[src/hdl/gfp_pkg.sv]
package gfp_pkg;

	localparam int AlleleFieldW = 16;

	typedef enum logic [2:0] {
		PH_FIRST     = 3'd0,
		PH_AFTER_SEP = 3'd1,
		PH_DIGITS    = 3'd2,
		PH_DOT       = 3'd3,
		PH_SKIP      = 3'd4
	} phase_t;

	localparam logic [7:0] CH_NUL  = 8'h00;
	localparam logic [7:0] CH_DOT  = 8'h2E;
	localparam logic [7:0] CH_BAR  = 8'h7C;
	localparam logic [7:0] CH_SL   = 8'h2F;
	localparam logic [7:0] CH_ZERO = 8'h30;
	localparam logic [7:0] CH_NINE = 8'h39;

endpackage

[src/hdl/genotype_field_parser_core.sv]
// genotype field parser: takes genotype text one byte per beat on the char channel
// (char_valid, char_stall, char_code) and gives allele results on the res channel
// (res_valid, res_stall, allele, is_last, status). a zero byte ends a string.
// each allele is given when the byte that ends it arrives; the one that ends the
// string carries is_last, and an error result has status 1, is_last 1, allele 0.
// allow_bad_end is written through cfg_wr_en / cfg_wr_data; the user must write it
// only while the block is idle, which the block does not enforce. an accepted byte
// lands in the input register, is decoded there and any result is registered onto
// the res channel. throughput: one byte per cycle unless res_stall holds a result,
// set by the phase/accumulator update between the two registers (x10 add, saturate).
// when res_stall holds a waiting result, the byte in the input register waits too
// and char_stall rises; an empty input register always takes a new beat.
// reset (arst_n low) clears both registers' valid flags, returns the parser to the
// start of a string with a zero accumulator and clears allow_bad_end.
module genotype_field_parser_core
	import gfp_pkg::*;
#(
	parameter int ALLELE_BITS = 15
) (
	input  logic                           clk,
	input  logic                           arst_n,
	input  logic                           cfg_wr_en,
	input  logic                           cfg_wr_data,
	input  logic                           char_valid,
	output logic                           char_stall,
	input  logic [7:0]                     char_code,
	output logic                           res_valid,
	input  logic                           res_stall,
	output logic signed [AlleleFieldW-1:0] allele,
	output logic                           is_last,
	output logic                           status
);

	localparam int AccW = ALLELE_BITS;
	localparam int MulW = ALLELE_BITS + 4;
	localparam logic [AccW-1:0] AccMax = {AccW{1'b1}};

	logic                    allow_bad_end_q;
	logic                    char_valid_s1;
	logic [7:0]              char_s1;
	phase_t                  phase_q, phase_d;
	logic [AccW-1:0]         acc_q, acc_d;
	logic                    res_valid_q;
	logic [AlleleFieldW-1:0] allele_q;
	logic                    is_last_q;
	logic                    status_q;

	logic                    adv;
	logic                    proc;
	logic                    is_dig;
	logic                    is_sep;
	logic [MulW-1:0]         mul_sum;
	logic [AccW+AlleleFieldW-1:0] acc_ext;
	logic [AlleleFieldW-1:0] acc_field;
	logic                    emit;
	logic [AlleleFieldW-1:0] e_allele;
	logic                    e_last;
	logic                    e_status;

	assign adv        = !res_valid_q || !res_stall;
	assign proc       = char_valid_s1 && adv;
	assign char_stall = char_valid_s1 && !adv;

	assign is_dig  = (char_s1 >= CH_ZERO) && (char_s1 <= CH_NINE);
	assign is_sep  = (char_s1 == CH_BAR) || (char_s1 == CH_SL);
	// acc*10 as two shifts, plus the digit (low nibble of '0'..'9')
	assign mul_sum = {1'b0, acc_q, 3'b000} + {3'b000, acc_q, 1'b0}
		+ {{(MulW-4){1'b0}}, char_s1[3:0]};
	assign acc_ext   = {{AlleleFieldW{1'b0}}, acc_q};
	assign acc_field = acc_ext[AlleleFieldW-1:0];

	always_comb begin
		phase_d  = phase_q;
		acc_d    = acc_q;
		emit     = 1'b0;
		e_allele = '0;
		e_last   = 1'b0;
		e_status = 1'b0;
		unique case (phase_q) inside
			PH_SKIP: begin
				if (char_s1 == CH_NUL) phase_d = PH_FIRST;
			end
			PH_DIGITS, PH_DOT: begin
				if (phase_q == PH_DIGITS && is_dig) begin
					acc_d = (mul_sum > {{(MulW-AccW){1'b0}}, AccMax}) ? AccMax
						: mul_sum[AccW-1:0];
				end else begin
					// a complete allele ended by this byte
					acc_d    = '0;
					emit     = 1'b1;
					e_allele = (phase_q == PH_DOT) ? {AlleleFieldW{1'b1}} : acc_field;
					if (char_s1 == CH_NUL) begin
						phase_d = PH_FIRST;
						e_last  = 1'b1;
					end else if (is_sep) begin
						phase_d = PH_AFTER_SEP;
					end else begin
						phase_d = PH_SKIP;
						e_last  = 1'b1;
						if (!allow_bad_end_q) begin
							e_allele = '0;
							e_status = 1'b1;
						end
					end
				end
			end
			default: begin
				// start of an allele, stray codes included
				acc_d = '0;
				if (is_dig) begin
					acc_d   = {{(AccW-4){1'b0}}, char_s1[3:0]};
					phase_d = PH_DIGITS;
				end else if (char_s1 == CH_DOT) begin
					phase_d = PH_DOT;
				end else begin
					phase_d  = (char_s1 == CH_NUL) ? PH_FIRST : PH_SKIP;
					emit     = 1'b1;
					e_last   = 1'b1;
					e_status = 1'b1;
				end
			end
		endcase
	end

	always_ff @(posedge clk or negedge arst_n) begin
		if (!arst_n) begin
			allow_bad_end_q <= 1'b0;
		end else if (cfg_wr_en) begin
			allow_bad_end_q <= cfg_wr_data;
		end
	end

	always_ff @(posedge clk or negedge arst_n) begin
		if (!arst_n) begin
			char_valid_s1 <= 1'b0;
		end else if (!char_stall) begin
			char_valid_s1 <= char_valid;
		end
	end

	always_ff @(posedge clk) begin
		if (!char_stall && char_valid) char_s1 <= char_code;
	end

	always_ff @(posedge clk or negedge arst_n) begin
		if (!arst_n) begin
			phase_q <= PH_FIRST;
			acc_q   <= '0;
		end else if (proc) begin
			phase_q <= phase_d;
			acc_q   <= acc_d;
		end
	end

	always_ff @(posedge clk or negedge arst_n) begin
		if (!arst_n) begin
			res_valid_q <= 1'b0;
		end else if (adv) begin
			res_valid_q <= proc && emit;
		end
	end

	always_ff @(posedge clk) begin
		if (proc && emit) begin
			allele_q  <= e_allele;
			is_last_q <= e_last;
			status_q  <= e_status;
		end
	end

	assign res_valid = res_valid_q;
	assign allele    = allele_q;
	assign is_last   = is_last_q;
	assign status    = status_q;

	a_err_is_last: assert property (@(posedge clk) disable iff (!arst_n)
		res_valid_q && status_q |-> is_last_q && allele_q == '0)
		else $error("error beat without is_last or with nonzero allele");

	a_acc_idle_zero: assert property (@(posedge clk) disable iff (!arst_n)
		phase_q != PH_DIGITS |-> acc_q == '0)
		else $error("accumulator not cleared outside digit phase");

	a_skip_silent: assert property (@(posedge clk) disable iff (!arst_n)
		proc && phase_q == PH_SKIP |=> !res_valid_q)
		else $error("result produced while skipping");

	a_stall_hold_s1: assert property (@(posedge clk) disable iff (!arst_n)
		char_valid_s1 && !adv |=> char_valid_s1 && $stable(phase_q) && $stable(acc_q))
		else $error("parser state moved while output held");

endmodule
[config.mk]
export PLATFORM = sky130hd
export DESIGN_NAME = genotype_field_parser_core
export DESIGN_NICKNAME = d
export VERILOG_FILES = /design/src/hdl/gfp_pkg.sv /design/src/hdl/genotype_field_parser_core.sv
export SDC_FILE = /design/constraint.sdc
export NUM_CORES = 1
export LEC_CHECK = 0
export BUFFER_PORTS_ARGS = -buffer_cell sky130_fd_sc_hd__buf_2
export CORE_UTILIZATION = 60
export DETAILED_ROUTE_END_ITERATION = 12
export PLACE_DENSITY_LB_ADDON = 0.05
export RECOVER_POWER = 25
export SYNTH_ARGS = -nofsm -noshare
export SYNTH_HDL_FRONTEND = slang
export SYNTH_SLANG_ARGS = --single-unit
export TNS_END_PERCENT = 20
[constraint.sdc]
create_clock -name clk -period 8.6 [get_ports clk]
set_input_delay 2.15 -clock clk [delete_from_list [all_inputs] [get_ports clk]]
set_output_delay 2.15 -clock clk [all_outputs]
set_load 0.05 [all_outputs]
Word-level counts from Yosys, hierarchy flattened

Cells that the tools add are included.

Add/subtract/negate cells: 2
Multiply operators: 0
Divide/modulo/power cells: 0
Magnitude comparators: 3
Equal/unequal tests: 8
Shift operators: 0
Multiplexer cells: 29
Bitwise operators: 2
Reduce and logical (&&, ||, !) cells: 17

Operators by type and width:

| kind                                                                                 | number |
|---|---|
| 16-bit two-way mux                                                                   | 4 |
| 15-bit two-way mux                                                                   | 2 |
| 15-bit one-hot mux with 2 select lines                                               | 1 |
| 3-bit two-way mux                                                                    | 7 |
| 18-bit by 16-bit adder with 19-bit output                                            | 1 |
| 19-bit by 4-bit adder with 19-bit output                                             | 1 |
| 19-bit by 15-bit greater-than comparator with 1-bit output (second input constant)   | 1 |
| 8-bit by 6-bit equality test with 1-bit output (second input constant)               | 2 |
| 1-bit two-way mux                                                                    | 10 |
| 8-bit by 7-bit equality test with 1-bit output (second input constant)               | 1 |
| 8-bit by 6-bit greater-or-equal comparator with 1-bit output (second input constant) | 1 |
| 8-bit by 6-bit less-or-equal comparator with 1-bit output (second input constant)    | 1 |
| 8-bit logical NOT                                                                    | 1 |
| 3-bit by 2-bit equality test with 1-bit output (second input constant)               | 2 |
| 1-bit logical AND                                                                    | 6 |
| 1-bit one-hot mux with 2 select lines                                                | 3 |
| 3-bit one-hot mux with 2 select lines                                                | 1 |
| 1-bit logical NOT                                                                    | 4 |
| 4-bit two-way mux                                                                    | 1 |
| 2-bit OR reduction                                                                   | 2 |
| 3-bit equality test (second input constant)                                          | 1 |
| 3-bit AND reduction                                                                  | 1 |
| 1-bit logical OR                                                                     | 2 |
| 2-bit by 1-bit inequality test with 1-bit output (second input constant)             | 1 |
| 3 further kinds                                                                      | 4 |

Register bits: 47
Latch bits: 0
RAM bits: 0
Bits in read-only memories: 0
Input port bits: 14
Output and inout port bits: 20
Word-level logic and storage cells: 70
Memories: 0

Longest topological paths before layout

Gate-level depths: netlist of run 1.

Word-level depth: 6
Depth in mapped cells: 14
Depth with buffers taken out: 12

Worst setup path after synthesis of run 1

OpenSTA, ideal clock, no wires.

Path type: input to output
Start: input port res_stall
End: output port char_stall
Arrival: 2.573 ns
Required time: 6.450 ns
Setup slack: 3.877 ns
Stages on the path: 2
Path buffers: 0
Path through: nand3_1 > inv_1

Cells in the longest elaborated chain, start to end: 4

Ends and longest elaborated chain:

| element            | line                             | RTL |
|---|---|---|
| start: declaration | genotype_field_parser_core.sv:28 | `input logic res_stall,` |
| 1-bit logical NOT  | genotype_field_parser_core.sv:60 | `assign adv = !res_valid_q \|\| !res_stall;` |
| 1-bit logical OR   | genotype_field_parser_core.sv:60 |  |
| 1-bit logical NOT  | genotype_field_parser_core.sv:62 | `assign char_stall = char_valid_s1 && !adv;` |
| 1-bit logical AND  | genotype_field_parser_core.sv:62 |  |
| end: declaration   | genotype_field_parser_core.sv:25 | `output logic char_stall,` |

Every way passes these cells.

Worst setup path after layout of run 1

Ends and elaborated chain as after synthesis.

==> metrics.txt, run 1 <==
Clock Sinks 47; Clock Root Buffer clkbuf_8; Core ar. 0.005075 mm^2; relative slew slack 0.2264; Initial DRT Pass Iterations 4; adder-cell share of the synthesized area 0.1308; crit path kind in2out; top_reg_cell synth edfxtp_1; Post-synth EDFFs 26; xor/xnor share of the synthesized area 0.02776; Hold Crit Class reg2reg; Placer Congestion 0.9186; Final HPWL DP 4589 um; CP Max Fanout 3; vias per cell 5.916; Worst-path clk slew 90 ps; Tmin final 4790 ps; first-pass GRT wire length 10170 um; Max Buffers Root-to-Sink 2; Syn-to-layout area delta 10.35%; max cap viols 0; top cells by area, synth edfxtp_1, dfrtp_1, ha_1, nor2_1, a21oi_1; post-synth top area cell edfxtp_1; vias in the first global route 2123; Critical R2R Launch char_s1[3]; Post-Route Skew 7.302 ps; flop-to-flop setup slack 4870 ps; async set or reset register ratio after synthesis 0.4468; hold_buf cts 0; worst slew pin tran 1160 ps; Syn Area/Cell 9.892 um^2; Compound-Gate Fraction of Synth Area 0.2312; post-layout instance area 0.003482 mm^2; CTS tree yes; CTS resizes 0; H-tree lvl count 2; Clock Latency Late Sink 300 ps; port buffer count 33; Initial DRC Count 201; post-synthesis cell type count 58; final-report setup violation count 0; IO Pins 34; die width 74.52 um; register area share after synthesis 0.4140; largest net degree at the start of global routing 25; critical path arrival 2640 ps; most used cell, CP buf_2; TNS Setup 0 ps; remaining antenna violation count after routing 0; main combinational cell family by area after synthesis compound AO/OA/AOI/OAI gates; Final Cycle Share 0.5569; status finished clean; Tot GR Track Use 0.2421; Final #Nets 393; Critical Path RT 6450 ps; simple-gate share of the synthesized area 0.1519; Peak Freq 208.8 MHz; WP buf/inv 3; Starting Density 0.6218; Synth Register Bits 47; Die Ht 74.52 um; CP peak stage delay 250 ps; TritonCTS Buffers 5; Post-Synthesis Cells 319; vias post-DR 2479; initial antenna violation count 0; leakage power 1.462 nW; drc violations 0; syn nets 364; synth warn 0; Placed Area 0.003347 mm^2; layout cell share with drive strength beyond 1 0.1633; global route overflow 0; Die Area 0.005553 mm^2; Crit. Startpoint res_stall; maximum VDD drop 0.0001696 V; post-CTS setup buffer count 0; Pwr Density 360.3 mW/mm^2; CP max stage cell buf_2; final hold violation count 0; Hold Path Origin allow_bad_end_q; Avg WL per Cell 14.47 um; post-synth top area share 0.2474; most common cell in the netlist nor2_1; unrepaired setup endpoints after global routing false; Startpoint Class input pin; post-synthesis mux area share 0.003569; crit end category output pin; Syn Std Cell Area 0.003156 mm^2; most frequent cells after synthesis nor2_1, ha_1, a21oi_1, edfxtp_1, dfrtp_1; Rows 26; ANT cells 0; final WL 6062 um; Slew Viols, Final 0; Top Family by Delay on Critical Path buffers and inverters; worst-path cell chain buf_2, nand3_1, inv_1, buf_2
[state kept, by name, summed over array words and instances, names as in the netlist]
register	flops
acc_q	15
allele	16
allow_bad_end_q	1
char_s1	8
char_valid_s1	1
is_last	1
phase_q	3
res_valid	1
status	1
[cell usage in the layout (no fill, tap or decap), types with 4 or more instances in the layout]
master    synthesis  final
ha_1             29     29
nor2_1           43     43
xor2_1            6      6
o21ai_0          17     17
a31oi_1           6      6
inv_1            15     15
nand3_1           9      9
buf_2             0     32
nor3_1            4      4
nand2b_1          4      4
o21a_1           15     15
xnor2_1           4      4
a211oi_1          4      4
dfrtp_1          21     21
edfxtp_1         26     26
nand2_1          19     19
a21oi_1          26     25
a311oi_1          4      4
a311oi_2          4      4
clkbuf_8          0      5
[final timing paths]
check                                  endpoint  cells past startpoint
max in group asynchronous              acc_q[5]                      1
worst min-delay path            allow_bad_end_q                      1
worst min register to register  allow_bad_end_q                      1
worst max register to register         acc_q[3]                     11
min in group asynchronous       allow_bad_end_q                      1
worst max-delay path                 char_stall                      4
[routing by layer]
metal  GRT usage  up-vias  wire (um)
met5           0        -          0
met4     0.09015        0        105
met3     0.04743       10        286
met2      0.3353       76       2541
met1      0.3723     1154       3129
li1            -     1239          -
[report_power, final]
| group | switching (mW) | leakage [nW] | total [mW] | internal [mW] |
|---|---|---|---|---|
| clock | 0.0760 | 0.0644 | 0.192 | 0.116 |
| combinational | 0.453 | 0.880 | 0.690 | 0.237 |
| sequential | 0.0592 | 0.518 | 0.372 | 0.313 |
[metrics by stage]
step                hold slack, ps    util  setup slack [ps]  instances  power [mW]
floorplan                    481.6       -              3877        319      0.9558
global placement             510.4  0.6595              3814        411       1.046
detailed placement           509.9  0.6595              3810        411       1.060
CTS                          529.9  0.6864              3809        419       1.250
global route                 552.1  0.6861              3712        419       1.358
finish                       534.3  0.6861              3810        419       1.254
[kinds of logic after synthesis]
group | Yosys count
simple gates | 102
compound gates | 100
flops | 47
fa+ha+maj | 32
buf+inv | 27
xor+xnor | 10
mux | 1
[area by class of cell]
| type | instances | area (um^2) |
|---|---|---|
| clock buffers | 5 | 68.82 |
| clock inverters | 3 | 67.56 |
| fillers | 427 | 1593 |
| inverters | 15 | 56.30 |
| multi-input cells | 245 | 1724 |
| flip-flops and latches | 47 | 1306 |
| well taps | 70 | 87.58 |
| repair buffers | 34 | 171.4 |
Note: power is estimated with default switching activity, not from simulation.
==> inputs of run 2 (changes only) <==
--- a/config.mk
+++ b/config.mk
@@ -5,8 +5,9 @@
 export SDC_FILE = /design/constraint.sdc
 export NUM_CORES = 1
 export LEC_CHECK = 0
+export ABC_AREA = 1
 export BUFFER_PORTS_ARGS = -buffer_cell sky130_fd_sc_hd__buf_2
-export CORE_UTILIZATION = 60
+export CORE_UTILIZATION = 59
 export DETAILED_ROUTE_END_ITERATION = 12
 export PLACE_DENSITY_LB_ADDON = 0.05
 export RECOVER_POWER = 25
==> constraint.sdc (replaced) <==
create_clock -name clk -period 5 [get_ports clk]
set_input_delay 1.25 -clock clk [delete_from_list [all_inputs] [get_ports clk]]
set_output_delay 1.25 -clock clk [all_outputs]
set_load 0.05 [all_outputs]
==> run 2 against run 1 <==
Against the previous run: critical path depth stayed put; total power shrank 1.7%; clock skew up 3.9 ps; cell count grew 19%; count of clock-buffer cells in the layout unchanged; combinational power down 37%; sequential cell count did not move; first-iteration DRC count fell by 34%; critical endpoint unchanged.
==> metrics.txt, run 2 <==
status finished clean (unchanged); Placed Area 0.003418 mm^2 (was 0.003347 mm^2); IO Pins 34 (unchanged); H-tree lvl count 2 (unchanged); Tot GR Track Use 0.2247 (was 0.2421); Hold Crit Class reg2reg (unchanged); layout cell share with drive strength beyond 1 0.1944 (was 0.1633); Tmin final 3030 ps; Clock Latency Late Sink 290 ps (was 300 ps); Clock Power Share 0.224 (was 0.153); vias in the first global route 2102 (was 2123); Pwr Density 349.0 mW/mm^2 (was 360.3 mW/mm^2); crit end category output pin (unchanged); drc violations 0 (unchanged); Post-Synthesis Cells 390 (was 319); largest net degree at the start of global routing 22 (was 25); post-CTS setup buffer count 0 (unchanged); most frequent cells after synthesis nand2_1, inv_1, nor2_1 (was nor2_1, ha_1, a21oi_1, edfxtp_1, dfrtp_1); hold path depth 1 (unchanged); Synth Register Bits 47 (unchanged); Hold Path Origin allow_bad_end_q (unchanged); commonest cells after routing, fill and taps aside nand2_1, inv_1, nor2_1 (was nor2_1, buf_2, ha_1); Syn Std Cell Area 0.003189 mm^2 (was 0.003156 mm^2); max cap viols 0 (unchanged); commonest non-fill, non-tap cell in the layout nand2_1 (was nor2_1); Total Power 1.233 mW (was 1.254 mW); Final Cycle Share 0.6061; synth warn 0 (unchanged); final hold violation count 0 (unchanged); Placer Congestion 0.9499 (was 0.9186); ANT cells 0 (unchanged); TNS Setup 0 ps (unchanged); worst slew pin tran 1093 ps (was 1160 ps); Syn-to-layout area delta 10.75% (was 10.35%); most used cell, CP buf_2 (unchanged); Die Ht 75.52 um (was 74.52 um); Final #Nets 471 (was 393); CP peak stage delay 270 ps (was 250 ps); Post-Route Skew 11.20 ps (was 7.302 ps); register area share after synthesis 0.4096 (was 0.4140); initial antenna violation count 0 (unchanged); Avg WL per Cell 11.62 um (was 14.47 um); CTS resizes 0 (unchanged); Initial DRT Pass Iterations 4 (unchanged); maximum VDD drop 0.0002433 V (was 0.0001696 V); Worst-path clk slew 90 ps (about the same); max FFs per register 16 (unchanged); vias post-DR 2461 (was 2479); post-synth top area share 0.2448 (was 0.2474); area of the multi-input gates 0.001627 mm^2 (was 0.001724 mm^2); Switching Fraction 0.3924 (was 0.4689); Slew Viols, Final 0 (unchanged); hold_buf cts 0 (unchanged); Starting Density 0.6166 (was 0.6218); final WL 5774 um (was 6062 um); Clock Root Buffer clkbuf_8 (unchanged); crit path kind in2out (unchanged); Syn Area/Cell 8.178 um^2 (was 9.892 um^2); Max Buffers Root-to-Sink 2 (unchanged); post-synthesis cell type count 37 (was 58); async set or reset register ratio after synthesis 0.4468 (unchanged); r2r worst-path depth 16 (was 11); Die Area 0.005703 mm^2 (was 0.005553 mm^2); reg2reg end acc_q[0] (was acc_q[3]); most common cell in the netlist nand2_1 (was nor2_1); FF+latch area 0.001306 mm^2 (unchanged); final-report setup violation count 0 (unchanged); top_reg_cell synth edfxtp_1 (unchanged); relative slew slack 0.2713 (was 0.2264); fill cell count 433 (was 427); WP buf/inv 2 (was 3); remaining antenna violation count after routing 0 (unchanged); global route overflow 0 (unchanged); vias per cell 4.952 (was 5.916); post-synth top area cell edfxtp_1 (unchanged); cell-internal power 0.7489 mW (was 0.6663 mW); worst-path cell chain buf_2, nand2_1, nor2_1, buf_2 (was buf_2, nand3_1, inv_1, buf_2); Startpoint Class input pin (unchanged); flop-to-flop setup slack 2170 ps (was 4870 ps); first-pass GRT wire length 9618 um (was 10170 um); Clock Sinks 47 (unchanged); Rows 26 (unchanged); CTS tree yes (unchanged); post-layout instance area 0.003532 mm^2 (was 0.003482 mm^2); combinational power share 0.353 (was 0.550); Reg power frac 0.423 (was 0.297); unrepaired setup endpoints after global routing false (unchanged); critical path arrival 1780 ps (was 2640 ps); CP Max Fanout 3 (unchanged); CP max stage cell buf_2 (unchanged); Hold EP allow_bad_end_q (unchanged); Post-synth EDFFs 26 (unchanged); Psw 0.4837 mW (was 0.5882 mW); Critical R2R Launch char_s1[3] (unchanged); syn nets 435 (was 364); die width 75.52 um (was 74.52 um); hold_ws 528.2 ps (was 534.3 ps); Top Family by Delay on Critical Path buffers and inverters (unchanged); leakage power 1.842 nW (was 1.462 nW); Core ar. 0.005172 mm^2 (was 0.005075 mm^2); TritonCTS Buffers 5 (unchanged); Critical Path RT 3750 ps (was 6450 ps); Peak Freq 330.0 MHz; Final HPWL DP 4788 um (was 4589 um); top cells by area, synth edfxtp_1, dfrtp_1, ha_1, nand2_1, inv_1 (was edfxtp_1, dfrtp_1, ha_1, nor2_1, a21oi_1); Initial DRC Count 132 (was 201); port buffer count 33 (unchanged)
## run 2: changes by cell type after synthesis, sizes merged, moves of 8 or more
cell	before	now
nor2	44	54
nand2	19	107
nand3	9	17
inv	15	60
a21oi	27	13
a311oi	9	0
o21a	15	0
## run 2: routing by layer
metal / track usage / up-vias / share of wire
met3: 0.03836 / 2 / 0.042
li1: - / 1326 / -
met5: 0 / - / 0
met4: 0.04321 / 0 / 0.0050
met1: 0.3534 / 1074 / 0.53
met2: 0.3254 / 59 / 0.42
## run 2: power by group through the flow
stage	sequential (mW)	combinational, mW	clock (mW)
after CTS	0.522	0.436	0.281
final	0.521	0.435	0.276
after global routing	0.533	0.481	0.295
after detailed placement	0.530	0.434	0
after floorplan	0.688	0.180	0
after global placement	0.529	0.430	0
## run 2: final cells by class
| type | instances | share of cell area |
|---|---|---|
| multi-input combinational | 278 | 0.4605 |
| inverter | 60 | 0.06376 |
| tap | 70 | 0.02480 |
| timing repair buffer | 34 | 0.04853 |
| sequential | 47 | 0.3698 |
| clock buffer | 5 | 0.01948 |
| clock inverter | 3 | 0.01311 |
## run 2: kinds of logic after synthesis
group	share of synthesized area
AOI/OAI and AO/OA	0.08592
xor gates and xnor gates	0.03021
adders and majority gates	0.1263
buffers and inverters	0.08042
DFF	0.4096
muxes	0.003531
and+or+nand+nor	0.2640
## run 2: per-stage QoR
step | worst slack, ps | utilization | std cells
3_5_place_dp | 1960 | 0.6609 | 489
6_report | 1970 | 0.6829 | 497
5_1_grt | 1882 | 0.6829 | 497
3_3_place_gp | 1979 | 0.6609 | 489
2_1_floorplan | 1745 | - | 390
4_1_cts | 1959 | 0.6831 | 497
## run 2: worst max path at each step
stage	start	to	slack, ps	cells after the start
after floorplan	res_stall	char_stall	1750	2
after detailed placement	res_stall	char_stall	1960	4
final	res_stall	char_stall	1970	4
after global routing	res_stall	char_stall	1880	4
after CTS	res_stall	char_stall	1960	4
after global placement	res_stall	char_stall	1980	4
==> inputs of run 3 (changes only) <==
==> constraint.sdc (replaced) <==
create_clock -name clk -period 3.1 [get_ports clk]
set_input_delay 0.775 -clock clk [delete_from_list [all_inputs] [get_ports clk]]
set_output_delay 0.775 -clock clk [all_outputs]
set_load 0.05 [all_outputs]
==> run 3 against run 2 <==
Against the previous run: count of clock-buffer cells in the layout grew 2; largest power group unchanged; clock skew shrank 2.2 ps; routed wire length grew 4.3%; final area shrank 0.46%; register-to-register slack lost 1800 ps; first-iteration DRC count grew 64%; total power grew 56%; sequential power grew 62%; cell count grew 0.20%; die area is the same.
==> metrics.txt, run 3 (synthesis gave the netlist of run 2 again) <==
status finished clean (unchanged); leakage power 1.841 nW (was 1.842 nW); largest net degree at the start of global routing 22 (unchanged); Clock Latency Late Sink 300 ps (was 290 ps); vias per cell 5.028 (was 4.952); worst slew pin tran 1094 ps (was 1093 ps); Starting Density 0.6166 (unchanged); hold_ws 531.4 ps (was 528.2 ps); Clock Root Buffer clkbuf_8 (unchanged); WP buf/inv 2 (unchanged); post-CTS setup buffer count 0 (unchanged); final hold violation count 0 (unchanged); crit end category flip-flop (was output pin); critical path arrival 2960 ps (was 1780 ps); H-tree lvl count 2 (unchanged); Initial DRT Pass Iterations 5 (was 4); max FFs per register 16 (unchanged); Clock Sinks 47 (unchanged); Post-Route Skew 9.005 ps (was 11.20 ps); Peak Freq 359.8 MHz; flop-to-flop setup slack 320 ps (was 2170 ps); Syn-to-layout area delta 10.24% (was 10.75%); Slew Viols, Final 0 (unchanged); reg2reg end acc_q[0] (unchanged); Hold Path Origin res_valid (was allow_bad_end_q); Top Family by Delay on Critical Path simple AND/OR/NAND/NOR gates (was buffers and inverters); final-report setup violation count 0 (unchanged); drc violations 0 (unchanged); global route overflow 0 (unchanged); Critical R2R Launch char_s1[3] (unchanged); Startpoint Class flip-flop (was input pin); maximum VDD drop 0.0003567 V (was 0.0002433 V); routing usage on met1 0.3688 (was 0.3534); Hold Crit Class reg2reg (unchanged); ANT cells 0 (unchanged); Die Ht 75.52 um (unchanged); relative slew slack 0.2709 (was 0.2713); Final #Nets 472 (was 471); hold_buf cts 0 (unchanged); TritonCTS Buffers 5 (unchanged); commonest non-fill, non-tap cell in the layout nand2_1 (unchanged); Core ar. 0.005172 mm^2 (unchanged); post-layout instance area 0.003516 mm^2 (was 0.003532 mm^2); unrepaired setup endpoints after global routing false (unchanged); CP Max Fanout 14 (was 3); final WL 6022 um (was 5774 um); CTS resizes 0 (unchanged); Placed Area 0.003426 mm^2 (was 0.003418 mm^2); worst-path cell chain inv_1, fa_1, inv_1, ha_1, nand2_1, nand2_1, nand3_1, nand2_2, nand2_2, nand2_1, nand2_1, nand2_2, nor2_4, nand2_2, o21ai_0, o21ai_0 (was buf_2, nand2_1, nor2_1, buf_2); die width 75.52 um (unchanged); TNS Setup 0 ps (unchanged); CP peak stage delay 600 ps (was 270 ps); first-pass GRT wire length 10130 um (was 9618 um); Critical Path RT 3280 ps (was 3750 ps); Rows 26 (unchanged); Avg WL per Cell 12.09 um (was 11.62 um); r2r worst-path depth 16 (unchanged); met2 Usage GRT 0.3512 (was 0.3254); Hold EP res_valid (was allow_bad_end_q); port buffer count 33 (unchanged); remaining antenna violation count after routing 0 (unchanged); CTS tree yes (unchanged); layout cell share with drive strength beyond 1 0.1939 (was 0.1944); GR Util met3 0.04497 (was 0.03836); CP max stage cell fa_1 (was buf_2); Tmin final 2779 ps; Pwr Density 546.2 mW/mm^2 (was 349.0 mW/mm^2); Initial DRC Count 217 (was 132); IO Pins 34 (unchanged); Final Cycle Share 0.8966; initial antenna violation count 0 (unchanged); max cap viols 0 (unchanged); vias post-DR 2504 (was 2461); Worst-path clk slew 80 ps (was 90 ps); crit path kind reg2reg (was in2out); Max Buffers Root-to-Sink 2 (unchanged); Placer Congestion 0.8842 (was 0.9499); commonest cells after routing, fill and taps aside nand2_1, inv_1, nor2_1 (unchanged); hold path depth 2 (was 1); GRT Max-Usage Layer met1 (unchanged); Die Area 0.005703 mm^2 (unchanged); vias in the first global route 2217 (was 2102); Final HPWL DP 4968 um (was 4788 um); Tot GR Track Use 0.2410 (was 0.2247)
## run 3: area by class of cell
cell class	instances	area (um^2)
Fill cell	435	1657
Multi-Input combinational cell	278	1627
Sequential cell	47	1306
Inverter	60	225.2
Timing Repair Buffer	35	178.9
Tap cell	70	87.58
Clock buffer	7	86.33
Clock inverter	1	5.005
## run 3: layer usage
| metal | wire length [um] | share of wire | vias up |
|---|---|---|---|
| met3 | 355 | 0.059 | 6 |
| met2 | 2588 | 0.43 | 66 |
| li1 | - | - | 1325 |
| met1 | 3016 | 0.50 | 1107 |
| met5 | 0 | 0 | - |
| met4 | 62 | 0.010 | 0 |
## run 3: metrics by stage
stage	setup WS (ps)	total power, mW	util	std cells
global route	68.19	2.059	0.6797	498
detailed placement	354.0	1.564	0.6623	490
CTS	336.3	1.929	0.6800	498
finish	320.6	1.921	0.6797	498
global placement	429.0	1.557	0.6623	490
floorplan	668.7	1.399	-	390
## run 3: worst max-delay path by stage
stage / start / end / slack [ps] / cells after the start
global placement: char_s1[3] / acc_q[0] / 430 / 16
global route: char_s1[3] / acc_q[2] / 70 / 14
floorplan: char_s1[3] / acc_q[6] / 670 / 17
CTS: char_s1[3] / acc_q[2] / 340 / 16
finish: char_s1[3] / acc_q[0] / 320 / 16
detailed placement: char_s1[3] / acc_q[2] / 350 / 16
## run 3: power breakdown
group          leakage [nW]  internal (mW)  total, mW  switching, mW
sequential            0.533          0.796      0.843         0.0471
clock                0.0482          0.180      0.369          0.190
combinational          1.26          0.176      0.708          0.532
total                  1.84           1.15       1.92          0.768
## run 3: worst register-to-register path, cell delays in order (launching register included)
cell	delay, ps
edfxtp_1	400
inv_1	90
fa_1	600
inv_1	60
ha_1	280
nand2_1	60
nand2_1	90
nand3_1	110
nand2_2	90
nand2_2	70
nand2_1	50
nand2_1	80
nand2_2	60
nor2_4	90
nand2_2	210
o21ai_0	220
o21ai_0	100
